$ cat src/sv/qts_pkg.sv
// types, constants and helpers for the quintic trajectory sampler
// no dependencies
`timescale 1ns / 1ps
`default_nettype none

package qts_pkg;

    localparam int VALUE_W    = 32;
    localparam int TIME_W     = 28;
    localparam int PHASE_W    = 17;
    localparam int PHASE_FRAC = 16;
    localparam int TIME_FRAC  = 16;
    localparam int COEF_GUARD = 33;

    localparam logic [PHASE_W-1:0] PHASE_ONE = PHASE_W'(1) << PHASE_FRAC;
    localparam int ROUND_HALF = 1 << (PHASE_FRAC - 1);

    localparam int ACC_W   = 3 * VALUE_W + 16;
    localparam int LIMB_W  = 28;
    localparam int NLIMB   = (ACC_W + LIMB_W - 1) / LIMB_W;
    localparam int XW      = NLIMB * LIMB_W;
    localparam int PP_W    = LIMB_W + PHASE_W + 2;
    localparam int PROD_W  = XW + PHASE_W + 1;
    localparam int DIV_W   = 2 * TIME_W + 1;
    localparam int POSQ_W  = ACC_W - COEF_GUARD + 1;

    localparam int NLANE    = 3;
    localparam int NSTEP    = 5;
    localparam int LANE_POS = 0;
    localparam int LANE_VEL = 1;
    localparam int LANE_ACC = 2;

    localparam int NDIV    = 2;
    localparam int DIV_VEL = 0;
    localparam int DIV_ACC = 1;

    typedef struct packed {
        logic signed [VALUE_W-1:0] start_position;
        logic signed [VALUE_W-1:0] start_velocity;
        logic signed [VALUE_W-1:0] start_accel;
        logic signed [VALUE_W-1:0] end_position;
        logic signed [VALUE_W-1:0] end_velocity;
        logic signed [VALUE_W-1:0] end_accel;
        logic [TIME_W-1:0]         segment_time;
        logic [PHASE_W-1:0]        phase;
    } in_t;

    typedef struct packed {
        logic signed [VALUE_W-1:0] position_out;
        logic signed [VALUE_W-1:0] velocity_out;
        logic signed [VALUE_W-1:0] accel_out;
        logic                      saturated;
    } out_t;

    typedef logic signed [ACC_W-1:0] acc_t;

    typedef struct packed {
        logic [PHASE_W-1:0]              u;
        logic [DIV_W-1:0]                d_vel;
        logic [DIV_W-1:0]                d_acc;
        acc_t [NLANE-1:0]                acc;
        acc_t [NLANE-1:0][NSTEP-1:0]     coef;
    } horner_t;

    typedef struct packed {
        logic [ACC_W-1:0]   rem;
        logic [ACC_W-1:0]   dsh;
        logic [DIV_W-1:0]   d;
        logic [VALUE_W-1:0] q;
        logic               neg;
        logic               ovf;
    } div_lane_t;

    typedef struct packed {
        div_lane_t [NDIV-1:0] lane;
        logic                 pos_neg;
        logic                 pos_ovf;
        logic [VALUE_W:0]     pos_mag;
    } div_t;

    typedef struct packed {
        logic               clip;
        logic [VALUE_W-1:0] value;
    } sat_t;

    function automatic sat_t sat_value(input logic neg, input logic ovf,
                                       input logic [VALUE_W:0] mag);
        sat_t r;
        logic [VALUE_W:0] half;
        half = {2'b01, {(VALUE_W-1){1'b0}}};
        if (neg) begin
            if (ovf || mag > half) begin
                r.clip  = 1'b1;
                r.value = half[VALUE_W-1:0];
            end else begin
                r.clip  = 1'b0;
                r.value = (~mag[VALUE_W-1:0]) + VALUE_W'(1);
            end
        end else begin
            if (ovf || mag >= half) begin
                r.clip  = 1'b1;
                r.value = {1'b0, {(VALUE_W-1){1'b1}}};
            end else begin
                r.clip  = 1'b0;
                r.value = mag[VALUE_W-1:0];
            end
        end
        return r;
    endfunction

endpackage

`default_nettype wire

$ cat src/sv/qts_div_cell.sv
// one restoring division step for the velocity and acceleration lanes
// depends on qts_pkg
`timescale 1ns / 1ps
`default_nettype none

module qts_div_cell import qts_pkg::*; (
    input  logic aclk,
    input  logic aresetn,
    input  logic en,
    input  logic in_valid,
    input  div_t in_data,
    output logic out_valid,
    output div_t out_data
);

    logic valid_reg;
    div_t data_reg;
    div_t data_next;

    always_comb begin
        logic take;
        data_next = in_data;
        for (int k = 0; k < NDIV; k++) begin
            take = (in_data.lane[k].rem >= in_data.lane[k].dsh);
            if (take) begin
                data_next.lane[k].rem = in_data.lane[k].rem - in_data.lane[k].dsh;
            end
            data_next.lane[k].q   = {in_data.lane[k].q[VALUE_W-2:0], take};
            data_next.lane[k].dsh = in_data.lane[k].dsh >> 1;
        end
    end

    always_ff @(posedge aclk) begin
        if (!aresetn) begin
            valid_reg <= 1'b0;
        end else if (en) begin
            valid_reg <= in_valid;
        end
    end

    always_ff @(posedge aclk) begin
        if (en) begin
            data_reg <= data_next;
        end
    end

    assign out_valid = valid_reg;
    assign out_data  = data_reg;

endmodule

`default_nettype wire

$ cat config.mk
export PLATFORM = sky130hd
export DESIGN_NAME = qts_div_cell
export DESIGN_NICKNAME = d
export VERILOG_FILES = /design/src/sv/qts_pkg.sv /design/src/sv/qts_div_cell.sv
export SDC_FILE = /design/constraint.sdc
export NUM_CORES = 1
export LEC_CHECK = 0
export BUFFER_PORTS_ARGS = -buffer_cell sky130_fd_sc_hd__buf_2
export CORE_AREA = 2 2 517 519
export DETAILED_ROUTE_END_ITERATION = 6
export DIE_AREA = 0 0 519 521
export PLACE_DENSITY = 0.34
export RECOVER_POWER = 100
export SLEW_MARGIN = 20
export SYNTH_ARGS = -nofsm -noshare
export SYNTH_HDL_FRONTEND = slang
export SYNTH_SLANG_ARGS = --single-unit
$ cat constraint.sdc
create_clock -name aclk -period 6.9 [get_ports aclk]
set_input_delay 1.035 -clock aclk [delete_from_list [all_inputs] [get_ports aclk]]
set_output_delay 1.035 -clock aclk [all_outputs]
set_load 0.05 [all_outputs]
==> flow_summary.ini <==
[power]
ir_drop_uv = 167
p_sw_uw = 5740
combPwrFrac = 0.307
power_density_nw_per_um2 = 284
pwr-share-seq = 0.359
p_int_uw = 8750
power_uw = 14500
clkPwrFrac = 0.335
switching_share = 0.396
leakagePower_uw = 0.0192

[cells_and_area]
area_delta_synth_final_pct = 31.0
fin_cells = 8575
layout.nets = 5841
final_area_sq_um = 51100
drive_above_1_share = 0.155

[job]
drv_cap = 1

[drt]
drt_pass1_iterations = 5
drt_iter0_drc = 2030
ant_nets = 0
wl_um = 228000
wl_per_cell_um = 26.6
via_count = 34366
drc = 0
vias_per_cell = 4.01

[die]
fp.dieW_um = 519
core_sq_um = 264000
initial_core_util = 0.147
die_h_um = 521
rows = 189
ioPinCount = 1335
dieArea_sq_um = 270000

[setup_path]
worstReg2RegStart = out_valid
rr_endpoint = out_valid
end_kind = flop
worstPathArrival_ns = 6.38
r2r_slack_ns = 6.29
required_ns = 7.37
cp-startpoint = in_data[457]
crit_fanout = 43
rr_worst_depth = 2
start_kind = input port
crit_type = in -> reg

[logic_synthesis]
yosysSeqAreaShare = 0.511
synth-seq-cells = 664
synthFlopType = edfxtp_1
ys_warn_count = 0
synthTopCellsByCount = 663 x edfxtp_1, 405 x a21oi_1, 322 x nor2_1
post_synth_inst_count = 3642
synth_top_area_frac = 0.511
syn_area_sq_um = 39000
synth.most_common_cell = edfxtp_1
syn_avg_cell_area_sq_um = 10.7
yosysUniqueCellTypes = 107
async_flop_share = 0
yosysTopAreaCell = edfxtp_1
yosys-top-cells-area = edfxtp_1 51%, ha_1 7.2%, a21oi_1 5.2%
synth_edf_count = 663

[place]
io_buffers = 1330
placed_area_sq_um = 49500
dpl.hpwl_um = 195000
place.gp.congestion = 0.887
dp_cells = 8387

[outcome]
outcome = finished, violations left
violations = max-capacitance violations, max-slew violations

[clock_tree]
cts_resized = 0
clkSinkCount = 664
clock_latency_ns = 0.69
post_cts_buffers = 0
cts_tree = built
clk_pin_slew_ns = 0.06
cts-root-buf = clkbuf_16
clock_path_buffers = 3
cts_made_buffers = 90
htree_num_levels = 3
cts-hold-fix-buffers = 0

[sta]
worst_slew_pin_slew_ns = 4.95
final.setup.tns_ns = 0
setup_viol_count_final = 0
clock_skew_ns = 0
relSlewSlack = -2.30
max_freq_mhz = 169
min_period_over_period = 0.856
drv_slew = 71
rsz0062_at_grt = false
finalHoldViolCount = 0
fin_crit_ns = 5.91

[min_path]
hold_end = out_data[64]
whs_path_depth = 1
hold_start = in_data[63]
hp-class = in -> reg

[grt]
grt.overflow.total = 0
grt_pass1_wl_um = 302000
grt_max_degree = 145
antenna_found_initial = 126
grt_pass1_vias = 35352
grt_usage = 0.162
[worst max path at each step]
stage,end,cells past startpoint
after detailed placement,out_data[650],14
after CTS,out_data[651],14
after global routing,out_data[650],15
final,out_data[650],15
after global placement,out_data[651],14
after floorplan,out_data[242],14
[worst max-delay path: stages]
cell	delay, ns
clkbuf_1	0.33
inv_1	0.10
ha_1	0.41
nand2_1	0.11
or3_1	0.42
nor2_1	0.41
nand2_1	0.13
a211oi_2	0.38
o21ai_1	0.09
and2b_1	0.32
o2111ai_1	0.95
o21ai_4	0.49
inv_6	0.49
buf_12	0.28
mux2_2	0.36
[layer usage]
metal	up-vias	share of wire	global-route usage
met5	-	0.0027	0
met4	94	0.042	0.0557
met3	403	0.087	0.0615
met2	1350	0.51	0.300
met1	16575	0.35	0.164
li1	15944	-	-
[flip-flops by register name (all words and copies together), names as in the netlist]
name       flops
out_valid      1
out_data     663
[metrics by stage]
step	worst slack, ns	util	hold WS, ns
floorplan	2.85	-	0.743
global placement	0.923	0.187	0.519
detailed placement	0.906	0.187	0.523
CTS	1.73	0.198	0.360
global route	0.800	0.193	0.379
finish	0.992	0.193	0.461
[cell usage in the layout, fill, tap and decap left out, types with 31 or more instances in the layout]
| master | n |
|---|---|
| o21ai_0 | 156 |
| xnor2_1 | 141 |
| o21bai_1 | 86 |
| xor2_1 | 73 |
| edfxtp_1 | 663 |
| ha_1 | 224 |
| a21oi_1 | 454 |
| clkbuf_1 | 909 |
| nand4_1 | 112 |
| nor2_2 | 34 |
| nand3_1 | 34 |
| a31oi_1 | 33 |
| nor2_1 | 322 |
| nor3_1 | 43 |
| inv_1 | 318 |
| a21o_1 | 112 |
| diode_2 | 31 |
| buf_2 | 445 |
| a21oi_2 | 55 |
| nand2_1 | 242 |
| clkbuf_16 | 90 |
[power by group through the flow]
| stage | registers, uW | logic, uW | clock network [uW] |
|---|---|---|---|
| final | 5200 | 4440 | 4850 |
| after global routing | 5230 | 4730 | 5180 |
| after CTS | 5210 | 4690 | 5050 |
| after detailed placement | 5270 | 4670 | 0 |
| after global placement | 5280 | 4690 | 0 |
| after floorplan | 6600 | 1640 | 0 |
[area by class of cell]
cell class	count	area (sq um)
clock inverters	54	646
well taps	3533	4420
flip-flops and latches	664	19900
inverters	321	1210
repair buffers	1369	5880
diodes	31	77.6
clock buffers	103	2310
fillers	30002	213000
multi-input cells	2500	16600
[kinds of logic after synthesis]
logic type,Yosys count,synth area share
adder cells (fa/ha/maj),226,0.0729
multiplexers,31,0.0105
flip-flops,664,0.511
AND/OR/NAND/NOR,912,0.110
XOR/XNOR,214,0.0481
buffers and inverters,479,0.0562
other,1,0.0000962
AO/OA/AOI/OAI,1115,0.191
(Power assumes the default switching activity.)
